$ cat src/rtl/core/ntp_pkg.sv
// shared constants, command and status types for the nearest missing tile picker
package ntp_pkg;

    localparam int MAX_TILES_DEF = 256;

    // signed width for pixel coordinates, viewport edges and distances
    localparam int CW = 20;

    localparam logic [2:0] KIND_MARK_CACHED  = 3'd0;
    localparam logic [2:0] KIND_MARK_EVICTED = 3'd1;
    localparam logic [2:0] KIND_CLEAR_ALL    = 3'd2;
    localparam logic [2:0] KIND_PICK_NEXT    = 3'd3;
    localparam logic [2:0] KIND_LOCATE       = 3'd4;

    localparam logic [1:0] REG_IMAGE_WIDTH  = 2'd0;
    localparam logic [1:0] REG_IMAGE_HEIGHT = 2'd1;
    localparam logic [1:0] REG_TILE_WIDTH   = 2'd2;
    localparam logic [1:0] REG_TILE_HEIGHT  = 2'd3;

    typedef struct packed {
        logic capture;
        logic sweep_step;
        logic scan_step;
        logic mark_rd;
        logic mark_wr;
        logic publish;
    } ntp_cmd_t;

    typedef struct packed {
        logic in_is_mark;
        logic in_is_clear;
        logic in_is_scan;
        logic sweep_last;
        logic scan_live;
        logic out_busy;
    } ntp_sts_t;

endpackage

$ cat src/rtl/core/ntp_ram.sv
// generic single-port ram with registered read
module ntp_ram #(
    parameter int WIDTH = 1,
    parameter int DEPTH = 256
) (
    input  logic                                      clk,
    input  logic                                      we,
    input  logic [((DEPTH > 1) ? $clog2(DEPTH) : 1)-1:0] addr,
    input  logic [WIDTH-1:0]                          wdata,
    output logic [WIDTH-1:0]                          rdata
);

    logic [WIDTH-1:0] mem [DEPTH];

    always_ff @(posedge clk)
    begin
        if (we)
        begin
            mem[addr] <= wdata;
        end
        rdata <= mem[addr];
    end

endmodule

$ cat src/rtl/core/ntp_ctrl.sv
// sequencer for clearing sweeps, marks, tile scans and result hand-off
module ntp_ctrl (
    input  logic              clk,
    input  logic              rst_n,
    input  logic              in_valid,
    output logic              in_ready,
    input  ntp_pkg::ntp_sts_t sts,
    output ntp_pkg::ntp_cmd_t cmd
);
    import ntp_pkg::*;

    typedef enum logic [2:0] {
        ST_INIT,
        ST_IDLE,
        ST_MARK_RD,
        ST_MARK_WR,
        ST_SWEEP,
        ST_SCAN,
        ST_FINISH
    } state_t;

    state_t state_reg;
    state_t state_next;

    always_comb
    begin
        cmd        = '0;
        state_next = state_reg;
        in_ready   = 1'b0;
        case (state_reg)
            ST_INIT, ST_SWEEP:
            begin
                cmd.sweep_step = 1'b1;
                if (sts.sweep_last)
                begin
                    state_next = (state_reg == ST_INIT) ? ST_IDLE : ST_FINISH;
                end
            end
            ST_IDLE:
            begin
                in_ready = 1'b1;
                if (in_valid)
                begin
                    cmd.capture = 1'b1;
                    if (sts.in_is_mark)
                    begin
                        state_next = ST_MARK_RD;
                    end
                    else if (sts.in_is_clear)
                    begin
                        state_next = ST_SWEEP;
                    end
                    else if (sts.in_is_scan)
                    begin
                        state_next = ST_SCAN;
                    end
                    else
                    begin
                        state_next = ST_FINISH;
                    end
                end
            end
            ST_MARK_RD:
            begin
                cmd.mark_rd = 1'b1;
                state_next  = ST_MARK_WR;
            end
            ST_MARK_WR:
            begin
                cmd.mark_wr = 1'b1;
                state_next  = ST_FINISH;
            end
            ST_SCAN:
            begin
                cmd.scan_step = 1'b1;
                if (!sts.scan_live)
                begin
                    state_next = ST_FINISH;
                end
            end
            ST_FINISH:
            begin
                if (!sts.out_busy)
                begin
                    cmd.publish = 1'b1;
                    state_next  = ST_IDLE;
                end
            end
            default:
            begin
                state_next = ST_IDLE;
            end
        endcase
    end

    always_ff @(posedge clk or negedge rst_n)
    begin
        if (!rst_n)
        begin
            state_reg <= ST_INIT;
        end
        else
        begin
            state_reg <= state_next;
        end
    end

endmodule

$ cat src/rtl/core/ntp_dp.sv
// datapath: configuration, item registers, tile walker, cached bit store, result register
module ntp_dp #(
    parameter int MAX_TILES = ntp_pkg::MAX_TILES_DEF
) (
    input  logic               clk,
    input  logic               rst_n,
    input  ntp_pkg::ntp_cmd_t  cmd,
    output ntp_pkg::ntp_sts_t  sts,
    input  logic               cfg_valid,
    output logic               cfg_ready,
    input  logic [1:0]         cfg_index,
    input  logic [14:0]        cfg_data,
    input  logic [2:0]         kind,
    input  logic [7:0]         tile_number,
    input  logic signed [15:0] view_left,
    input  logic signed [15:0] view_top,
    input  logic [14:0]        view_width,
    input  logic [14:0]        view_height,
    input  logic signed [15:0] point_x,
    input  logic signed [15:0] point_y,
    output logic               out_valid,
    input  logic               out_ready,
    output logic [7:0]         chosen_tile,
    output logic               found,
    output logic [8:0]         cached_total
);
    import ntp_pkg::*;

    localparam int IW = (MAX_TILES > 1) ? $clog2(MAX_TILES) : 1;
    localparam logic [IW-1:0] LAST_IDX = IW'(MAX_TILES - 1);

    // configuration
    logic [14:0] img_w_reg, img_h_reg, tile_w_reg, tile_h_reg;
    logic [14:0] tw, th;

    assign cfg_ready = 1'b1;
    assign tw = (tile_w_reg == '0) ? 15'd1 : tile_w_reg;
    assign th = (tile_h_reg == '0) ? 15'd1 : tile_h_reg;

    always_ff @(posedge clk or negedge rst_n)
    begin
        if (!rst_n)
        begin
            img_w_reg  <= 15'd1024;
            img_h_reg  <= 15'd1024;
            tile_w_reg <= 15'd128;
            tile_h_reg <= 15'd128;
        end
        else if (cfg_valid)
        begin
            case (cfg_index)
                REG_IMAGE_WIDTH:  img_w_reg  <= cfg_data;
                REG_IMAGE_HEIGHT: img_h_reg  <= cfg_data;
                REG_TILE_WIDTH:   tile_w_reg <= cfg_data;
                REG_TILE_HEIGHT:  tile_h_reg <= cfg_data;
                default:          img_w_reg  <= img_w_reg;
            endcase
        end
    end

    // input decode for the sequencer
    assign sts.in_is_mark  = (kind == KIND_MARK_CACHED) || (kind == KIND_MARK_EVICTED);
    assign sts.in_is_clear = (kind == KIND_CLEAR_ALL);
    assign sts.in_is_scan  = (kind == KIND_PICK_NEXT) || (kind == KIND_LOCATE);

    // item registers, viewport centre worked out at capture
    logic [2:0]           kind_reg;
    logic [7:0]           tnum_reg;
    logic signed [CW-1:0] vl_reg, vt_reg, vr_reg, vb_reg, cx_reg, cy_reg, px_reg, py_reg;
    logic                 view_ok_reg;
    logic signed [CW-1:0] vl_in, vt_in, sx, sy, cx_in, cy_in;

    assign vl_in = CW'(view_left);
    assign vt_in = CW'(view_top);
    assign sx    = CW'(2 * vl_in + $signed(CW'(view_width)) - 1);
    assign sy    = CW'(2 * vt_in + $signed(CW'(view_height)) - 1);
    // halve with truncation toward zero
    assign cx_in = (sx >= 0) ? (sx >>> 1) : -((-sx) >>> 1);
    assign cy_in = (sy >= 0) ? (sy >>> 1) : -((-sy) >>> 1);

    always_ff @(posedge clk)
    begin
        if (cmd.capture)
        begin
            kind_reg    <= kind;
            tnum_reg    <= tile_number;
            vl_reg      <= vl_in;
            vt_reg      <= vt_in;
            vr_reg      <= vl_in + $signed(CW'(view_width));
            vb_reg      <= vt_in + $signed(CW'(view_height));
            cx_reg      <= cx_in;
            cy_reg      <= cy_in;
            px_reg      <= CW'(point_x);
            py_reg      <= CW'(point_y);
            view_ok_reg <= (view_width != '0) && (view_height != '0);
        end
    end

    // tile walker, stage a: geometry of tile a_t
    logic [IW-1:0] a_t_reg;
    logic [16:0]   a_x0_reg, a_y0_reg;
    logic          a_live_reg;
    logic [16:0]   sum_x, sum_y, x1, y1, img_w17, img_h17;
    logic signed [CW-1:0] x0s, y0s, x1s, y1s, sxs, sys, gap_x, gap_y;
    logic          meets, in_pt, a_hit, wrap, a_end;

    assign img_w17 = 17'(img_w_reg);
    assign img_h17 = 17'(img_h_reg);
    assign sum_x   = a_x0_reg + 17'(tw);
    assign sum_y   = a_y0_reg + 17'(th);
    assign x1      = (sum_x > img_w17) ? img_w17 : sum_x;
    assign y1      = (sum_y > img_h17) ? img_h17 : sum_y;
    assign x0s     = $signed(CW'(a_x0_reg));
    assign y0s     = $signed(CW'(a_y0_reg));
    assign x1s     = $signed(CW'(x1));
    assign y1s     = $signed(CW'(y1));
    assign sxs     = $signed(CW'(sum_x));
    assign sys     = $signed(CW'(sum_y));

    assign gap_x = (cx_reg < x0s) ? (x0s - cx_reg) :
                   (cx_reg > x1s - CW'(1)) ? (cx_reg - x1s + CW'(1)) : '0;
    assign gap_y = (cy_reg < y0s) ? (y0s - cy_reg) :
                   (cy_reg > y1s - CW'(1)) ? (cy_reg - y1s + CW'(1)) : '0;

    assign meets = view_ok_reg && (x0s < vr_reg) && (vl_reg < x1s)
                   && (y0s < vb_reg) && (vt_reg < y1s);
    assign in_pt = (px_reg >= x0s) && (px_reg < sxs) && (py_reg >= y0s) && (py_reg < sys)
                   && (px_reg < $signed(CW'(img_w_reg))) && (py_reg < $signed(CW'(img_h_reg)));
    assign a_hit = (kind_reg == KIND_LOCATE) ? in_pt : meets;

    assign wrap  = (sum_x >= img_w17);
    assign a_end = (a_t_reg == LAST_IDX) || (wrap && (sum_y >= img_h17));

    always_ff @(posedge clk or negedge rst_n)
    begin
        if (!rst_n)
        begin
            a_live_reg <= 1'b0;
        end
        else if (cmd.capture)
        begin
            a_live_reg <= (img_w_reg != '0) && (img_h_reg != '0);
        end
        else if (cmd.scan_step && a_end)
        begin
            a_live_reg <= 1'b0;
        end
    end

    always_ff @(posedge clk)
    begin
        if (cmd.capture)
        begin
            a_t_reg  <= '0;
            a_x0_reg <= '0;
            a_y0_reg <= '0;
        end
        else if (cmd.scan_step)
        begin
            a_t_reg <= a_t_reg + 1'b1;
            if (wrap)
            begin
                a_x0_reg <= '0;
                a_y0_reg <= sum_y;
            end
            else
            begin
                a_x0_reg <= sum_x;
            end
        end
    end

    assign sts.scan_live = a_live_reg;

    // stage b: candidate meets the cached bit read from the store
    logic                 b_valid_reg, b_hit_reg;
    logic [IW-1:0]        b_t_reg;
    logic signed [CW-1:0] b_dist_reg;
    logic                 best_found_reg;
    logic [IW-1:0]        best_t_reg;
    logic signed [CW-1:0] best_dist_reg;
    logic                 bit_rd;
    logic                 cand;

    always_ff @(posedge clk or negedge rst_n)
    begin
        if (!rst_n)
        begin
            b_valid_reg <= 1'b0;
        end
        else
        begin
            b_valid_reg <= cmd.scan_step && a_live_reg;
        end
    end

    always_ff @(posedge clk)
    begin
        b_t_reg    <= a_t_reg;
        b_hit_reg  <= a_hit;
        b_dist_reg <= gap_x + gap_y;
    end

    // a locate ignores the cached bit; its single match wins
    assign cand = b_valid_reg && b_hit_reg && ((kind_reg == KIND_LOCATE) || !bit_rd);

    always_ff @(posedge clk or negedge rst_n)
    begin
        if (!rst_n)
        begin
            best_found_reg <= 1'b0;
        end
        else if (cmd.capture)
        begin
            best_found_reg <= 1'b0;
        end
        else if (cand && (!best_found_reg || (b_dist_reg < best_dist_reg)))
        begin
            best_found_reg <= 1'b1;
        end
    end

    always_ff @(posedge clk)
    begin
        if (cmd.capture)
        begin
            best_t_reg    <= '0;
            best_dist_reg <= '0;
        end
        else if (cand && (!best_found_reg || (b_dist_reg < best_dist_reg)))
        begin
            best_t_reg    <= b_t_reg;
            best_dist_reg <= b_dist_reg;
        end
    end

    // cached bit store: clearing sweep, marks and scan reads share one port
    logic [IW-1:0] sweep_reg;
    logic [IW-1:0] mem_addr;
    logic          mem_we, mem_wdata;
    logic          want, in_range;
    logic [8:0]    cnt_reg;

    assign sts.sweep_last = (sweep_reg == LAST_IDX);
    assign want     = (kind_reg == KIND_MARK_CACHED);
    assign in_range = (32'(tnum_reg) < MAX_TILES);

    always_comb
    begin
        mem_we    = 1'b0;
        mem_wdata = 1'b0;
        mem_addr  = a_t_reg;
        if (cmd.sweep_step)
        begin
            mem_we   = 1'b1;
            mem_addr = sweep_reg;
        end
        else if (cmd.mark_rd || cmd.mark_wr)
        begin
            mem_addr  = IW'(32'(tnum_reg));
            mem_we    = cmd.mark_wr && in_range && (bit_rd != want);
            mem_wdata = want;
        end
    end

    always_ff @(posedge clk or negedge rst_n)
    begin
        if (!rst_n)
        begin
            sweep_reg <= '0;
            cnt_reg   <= '0;
        end
        else
        begin
            if (cmd.sweep_step)
            begin
                sweep_reg <= sts.sweep_last ? '0 : sweep_reg + 1'b1;
                if (sts.sweep_last)
                begin
                    cnt_reg <= '0;
                end
            end
            else if (cmd.mark_wr && in_range && (bit_rd != want))
            begin
                cnt_reg <= want ? cnt_reg + 9'd1 : cnt_reg - 9'd1;
            end
        end
    end

    ntp_ram #(
        .WIDTH (1),
        .DEPTH (MAX_TILES)
    ) u_bits (
        .clk   (clk),
        .we    (mem_we),
        .addr  (mem_addr),
        .wdata (mem_wdata),
        .rdata (bit_rd)
    );

    // result register
    logic       out_valid_reg, found_reg;
    logic [7:0] chosen_reg;
    logic [8:0] total_reg;

    assign sts.out_busy = out_valid_reg && !out_ready;

    always_ff @(posedge clk or negedge rst_n)
    begin
        if (!rst_n)
        begin
            out_valid_reg <= 1'b0;
        end
        else if (cmd.publish)
        begin
            out_valid_reg <= 1'b1;
        end
        else if (out_ready)
        begin
            out_valid_reg <= 1'b0;
        end
    end

    always_ff @(posedge clk)
    begin
        if (cmd.publish)
        begin
            chosen_reg <= 8'(32'(best_t_reg));
            found_reg  <= best_found_reg;
            total_reg  <= cnt_reg;
        end
    end

    assign out_valid    = out_valid_reg;
    assign chosen_tile  = chosen_reg;
    assign found        = found_reg;
    assign cached_total = total_reg;

endmodule

$ cat src/rtl/core/nearest_missing_tile_picker.sv
// top level of the nearest missing tile picker
//
// channels: in (kind plus operands), out (chosen_tile, found, cached_total) and
// cfg (cfg_index, cfg_data), each with valid/ready; a transfer happens when both
// are high at a rising clock edge. cfg_ready is always high.
// every input item gives exactly one result.
// a mark reads and then writes the cached bit, clear all sweeps every entry of
// the cached bit ram, pick and locate walk the tiles, and an unused kind goes
// straight to the result; the tile walker visits one tile per cycle and the
// single port of the cached bit ram sets that pace.
// one item is processed at a time; in_ready is high only while idle.
// a finished result waits in the output register, and the next item is taken
// meanwhile; it holds its own result until the output register is free.
// after reset the block sweeps the cached bit ram to zero with in_ready low;
// configuration falls back to a 1024 x 1024 image with 128 x 128 tiles.
module nearest_missing_tile_picker #(
    parameter int MAX_TILES = ntp_pkg::MAX_TILES_DEF
) (
    input  logic               clk,
    input  logic               rst_n,
    input  logic               cfg_valid,
    output logic               cfg_ready,
    input  logic [1:0]         cfg_index,
    input  logic [14:0]        cfg_data,
    input  logic               in_valid,
    output logic               in_ready,
    input  logic [2:0]         kind,
    input  logic [7:0]         tile_number,
    input  logic signed [15:0] view_left,
    input  logic signed [15:0] view_top,
    input  logic [14:0]        view_width,
    input  logic [14:0]        view_height,
    input  logic signed [15:0] point_x,
    input  logic signed [15:0] point_y,
    output logic               out_valid,
    input  logic               out_ready,
    output logic [7:0]         chosen_tile,
    output logic               found,
    output logic [8:0]         cached_total
);
    import ntp_pkg::*;

    ntp_cmd_t cmd;
    ntp_sts_t sts;

    ntp_ctrl u_ctrl (
        .clk      (clk),
        .rst_n    (rst_n),
        .in_valid (in_valid),
        .in_ready (in_ready),
        .sts      (sts),
        .cmd      (cmd)
    );

    ntp_dp #(
        .MAX_TILES (MAX_TILES)
    ) u_dp (
        .clk          (clk),
        .rst_n        (rst_n),
        .cmd          (cmd),
        .sts          (sts),
        .cfg_valid    (cfg_valid),
        .cfg_ready    (cfg_ready),
        .cfg_index    (cfg_index),
        .cfg_data     (cfg_data),
        .kind         (kind),
        .tile_number  (tile_number),
        .view_left    (view_left),
        .view_top     (view_top),
        .view_width   (view_width),
        .view_height  (view_height),
        .point_x      (point_x),
        .point_y      (point_y),
        .out_valid    (out_valid),
        .out_ready    (out_ready),
        .chosen_tile  (chosen_tile),
        .found        (found),
        .cached_total (cached_total)
    );

endmodule

$ cat config.mk
export PLATFORM = sky130hd
export DESIGN_NAME = nearest_missing_tile_picker
export DESIGN_NICKNAME = d
export VERILOG_FILES = /design/src/rtl/core/ntp_pkg.sv /design/src/rtl/core/ntp_ram.sv /design/src/rtl/core/ntp_ctrl.sv /design/src/rtl/core/ntp_dp.sv /design/src/rtl/core/nearest_missing_tile_picker.sv
export SDC_FILE = /design/constraint.sdc
export NUM_CORES = 2
export LEC_CHECK = 0
export BUFFER_PORTS_ARGS = -buffer_cell sky130_fd_sc_hd__buf_2
export CAP_MARGIN = 20
export CORE_MARGIN = 2
export CORE_UTILIZATION = 64
export CTS_CLUSTER_DIAMETER = 150
export DETAILED_ROUTE_END_ITERATION = 10
export PLACE_DENSITY = 0.82
export SLEW_MARGIN = 20
export SYNTH_ARGS = -nofsm -noshare
export SYNTH_HDL_FRONTEND = slang
export SYNTH_SLANG_ARGS = --single-unit
$ cat constraint.sdc
create_clock -name clk -period 11.7 [get_ports clk]
set_input_delay 0.585 -clock clk [delete_from_list [all_inputs] [get_ports clk]]
set_output_delay 0.585 -clock clk [all_outputs]
set_load 0.05 [all_outputs]
==> reports/results.tsv <==
stage	metric	value	unit
routing	detail_route.wirelength	118000	µm
sta	timing.setup.tns	0	ns
routing	drt_pre_antenna_iters	5	
routing	drt_iter0_drc	3392	
routing	routed_wire_length_per_instance	21.5	µm
sta	fin_skew	0.0349	ns
power	power_frac_clock	29.5	%
synth	compound_gate_fraction_of_synth_area	14.0	%
synth	synth_adder_area_share	16.2	%
routing	drt_drc_violations_left	0	
synth	post-synth-top-area-cell	edfxtp_1	
critical_path	startpoint_type	flip-flop	
power	switching_power	2720	µW
hold_path	holdCritPathClass	primary input to flip-flop	
sta	finalHoldViolCount	0	
routing	via_per_inst	6.28	
placed_design	place.gp.congestion	1.01	
layout	registers.top_by_ff_count	u_dp.u_bits.mem	
hold_path	worst_hold_startpoint	point_x[5]	
synth	yosys.cell_types.count	99	
power	seq_power_share	32.5	%
floorplanning	die_w	263	µm
critical_path	cp_slowest_stage_delay	0.55	ns
power	total_power	7530	µW
layout	final_util	70.8	%
sta	holdWs	0.129	ns
sta	clock.fmax	0.0926	GHz
synth	synth.area.top_cells	edfxtp_1 30%, ha_1 16%, nor2_1 4.8%	
routing	met3_wirelength	9110	µm
layout	final_common_cell	nor2_1	
layout	drive_above_1_share	9.50	%
global_routing	vias_in_the_first_global_route	33400	
synth	post_synth_mux_area_share	5.93	%
layout	filler_cell_count	4938	
job	maxCapViolCount	0	
clocking	postCtsSetupRepairBufs	0	
clocking	numCtsBuffers	69	
clocking	tritoncts	built	
placed_design	detailedPlacementHpwl	86500	µm
synth	ys_async_sr_fraction	13.8	%
layout	area_delta_synth_final	9.03	%
synth	synth.yosys.seq_area_share	39.3	%
synth	synth_enable_flop_cells	424	
critical_path	worst-r2r-setup-slack	0.90	ns
layout	n_antenna_cell	0	
sta	maxSlewHeadroom	24.3	%
sta	tightestPinTransition	1.13	ns
synth	postSynthCellCount	4463	
power	power.switching_fraction	36.1	%
hold_path	min_delay_worst_endpoint	u_dp.px_reg[5]$_DFFE_PP_	
routing	vias	34400	
sta	timing.final.crit_period	10.80	ns
power	comb_power_share	37.9	%
critical_path	worst-path-max-fanout	11	
synth	xor_and_xnor_area_share_after_synthesis	4.88	%
critical_path	end_kind	flip-flop	
synth	synth_top_family_by_area	adder cells	
synth	synthSimpleGateAreaFrac	14.8	%
floorplanning	die_outline_area	0.0690	mm²
clocking	clk_latency	0.64	ns
clocking	ctsLongestPathBuffers	3	
global_routing	antenna_found_initial	5	
synth	syn_area	0.0428	mm²
clocking	cts.sinks	608	
global_routing	grt_max_degree	140	
power	internal-power	4810	µW
layout	final_cell_mix	548 x nor2_1, 533 x ha_1, 424 x edfxtp_1, 380 x inv_1, 295 x nand2_1	
power	worst_ir_drop_vdd	0.000144	V
routing	wire_length_on_met2	53900	µm
sta	setup_viol_count_final	0	
layout	multi_input_comb_area	0.0240	mm²
clocking	clock-root-buffer	clkbuf_16	
global_routing	wire_length_of_the_first_global_routing_pass	183000	µm
layout	finalNetCount	5227	
synth	synth_warnings	0	
synth	syn_avg_cell_area	9.60	µm²
placed_design	place.port_buffers	146	
floorplanning	core.rowCount	94	
clocking	htree_levels	3	
routing	drt-met1-wl	48800	µm
routing	highest_layer	met5	
global_routing	global_route.overflow_total	0	
critical_path	timing.critical_path.arrival	11.29	ns
floorplanning	floorplan.core_area	0.0660	mm²
synth	postSynthRegisterBits	608	
power	power_leakage	0.0191	µW
global_routing	grt_util_all_layers	33.8	%
floorplanning	initial_standard_cell_utilization_of_the_core	64.9	%
critical_path	worst_path_max_delay_cell	dfstp_2	
sta	period_share	92.3	%
synth	synth-main-ff-cell	edfxtp_1	
sta	rsz0062_at_grt	false	
status	run_status	completed	
critical_path	crit_required	12.20	ns
critical_path	crit-reg2reg-capture	u_dp.b_dist_reg[18]$_DFF_P_	
layout	largest_register_ff_count	256	
critical_path	worstRegToRegCells	47	
critical_path	crit_top_cell	a21oi_1	
critical_path	reg2reg_from	u_dp.tile_h_reg[7]$_DFFE_PN1P_	
routing	drt.antenna.violating_nets	0	
floorplanning	ports	148	
clocking	clk_pin_slew_worst_paths	0.06	ns
floorplanning	die-height	263	µm
power	power-per-cell-area	161	mW/mm²
critical_path	critPathKind	flip-flop to flip-flop	
sta	count_of_final_max_slew_check_failures	0	
hold_path	timing.hold.worst_path_depth	1	
layout	area.sequential	0.0168	mm²
synth	synthDominantCellAreaShare	29.7	%
-- routing by layer --
metal	GRT usage (%)	up-vias
met1	43.7	16500
met3	6.24	350
met5	0	-
li1	-	16200
met2	55.0	1386
met4	16.2	6
-- power groups by stage --
stage | Sequential [µW] | Combinational [µW] | Clock, µW
after global routing | 2450 | 3160 | 2310
after floorplan | 2470 | 2070 | 0
after detailed placement | 2490 | 2760 | 0
final | 2450 | 2860 | 2220
after CTS | 2450 | 2800 | 2240
after global placement | 2490 | 2730 | 0
-- critical path: cells and delay by family (launching register included) --
family | cells | cell delay [ns]
adders and majority gates | 7 | 2.22
buffers and inverters | 1 | 0.22
muxes | 2 | 0.65
AOI/OAI and AO/OA | 22 | 4.22
DFF | 1 | 0.55
xor gates and xnor gates | 2 | 0.31
and+or+nand+nor | 13 | 2.50
-- cells by family (layout without fill, tap and decap cells) --
logic type | after synthesis | after routing
adder cells (fa/ha/maj) | 547 | 547
XOR/XNOR | 236 | 236
flip-flops | 608 | 608
AO/OA/AOI/OAI | 923 | 923
buffers and inverters | 543 | 684
AND/OR/NAND/NOR | 1362 | 1362
other | 1 | 7
multiplexers | 243 | 243
-- per-stage QoR --
step / instance area, µm² / cells / setup WS (ns)
after global routing: 46700 / 5474 / 0.0299
after floorplan: 42900 / 4469 / 1.25
final: 46700 / 5474 / 0.905
after CTS: 46700 / 5474 / 0.706
after detailed placement: 44300 / 5347 / 0.777
after global placement: 44300 / 5347 / 0.933
-- Yosys cell counts, drive strengths merged, types with 11 or more instances --
cell type,number
o31ai,17
o21a,48
nor3b,11
nor2,552
ha,533
o22ai,12
nand2,297
edfxtp,424
nor4,30
a31oi,44
o21bai,22
nand3,98
fa,12
o2111ai,12
buf,24
o211ai,12
a2111oi,23
nor3,82
a21o,87
a211oi,72
dfxtp,100
xor2,78
and3,19
xnor2,158
nand2b,58
a21oi,247
mux2i,156
or2,20
nor2b,62
nand3b,13
inv,380
a311oi,19
nand4,37
mux2,87
clkbuf,139
dfrtp,80
or3,24
o21ai,201
and2,27
a21boi,15
-- layout make-up --
| type | count | share of cell area (%) |
|---|---|---|
| clock buffers | 89 | 4.13 |
| clock inverters | 37 | 0.881 |
| inverters | 380 | 3.05 |
| multi-input cells | 3318 | 51.4 |
| flip-flops and latches | 608 | 36.1 |
| well taps | 864 | 2.31 |
| repair buffers | 178 | 2.16 |
-- worst max path at each step --
stage	from	endpoint	depth (start not counted)
global route	u_dp.tile_h_reg[7]$_DFFE_PN1P_	u_dp.b_dist_reg[18]$_DFF_P_	47
global placement	u_dp.tile_h_reg[7]$_DFFE_PN1P_	u_dp.b_dist_reg[18]$_DFF_P_	47
finish	u_dp.tile_h_reg[7]$_DFFE_PN1P_	u_dp.b_dist_reg[18]$_DFF_P_	47
detailed placement	u_dp.tile_h_reg[7]$_DFFE_PN1P_	u_dp.b_dist_reg[18]$_DFF_P_	47
floorplan	u_dp.tile_h_reg[7]$_DFFE_PN1P_	u_dp.b_dist_reg[19]$_DFF_P_	51
CTS	u_dp.tile_h_reg[7]$_DFFE_PN1P_	u_dp.b_dist_reg[18]$_DFF_P_	47
-- timing repair --
item | in CTS | in global routing
hold buffers | 1 | 0
hold endpoints to repair | 18 | 0
setup endpoints to repair | 0 | 4
resized for setup | 0 | 5
Note: power is estimated with default switching activity, not from simulation.
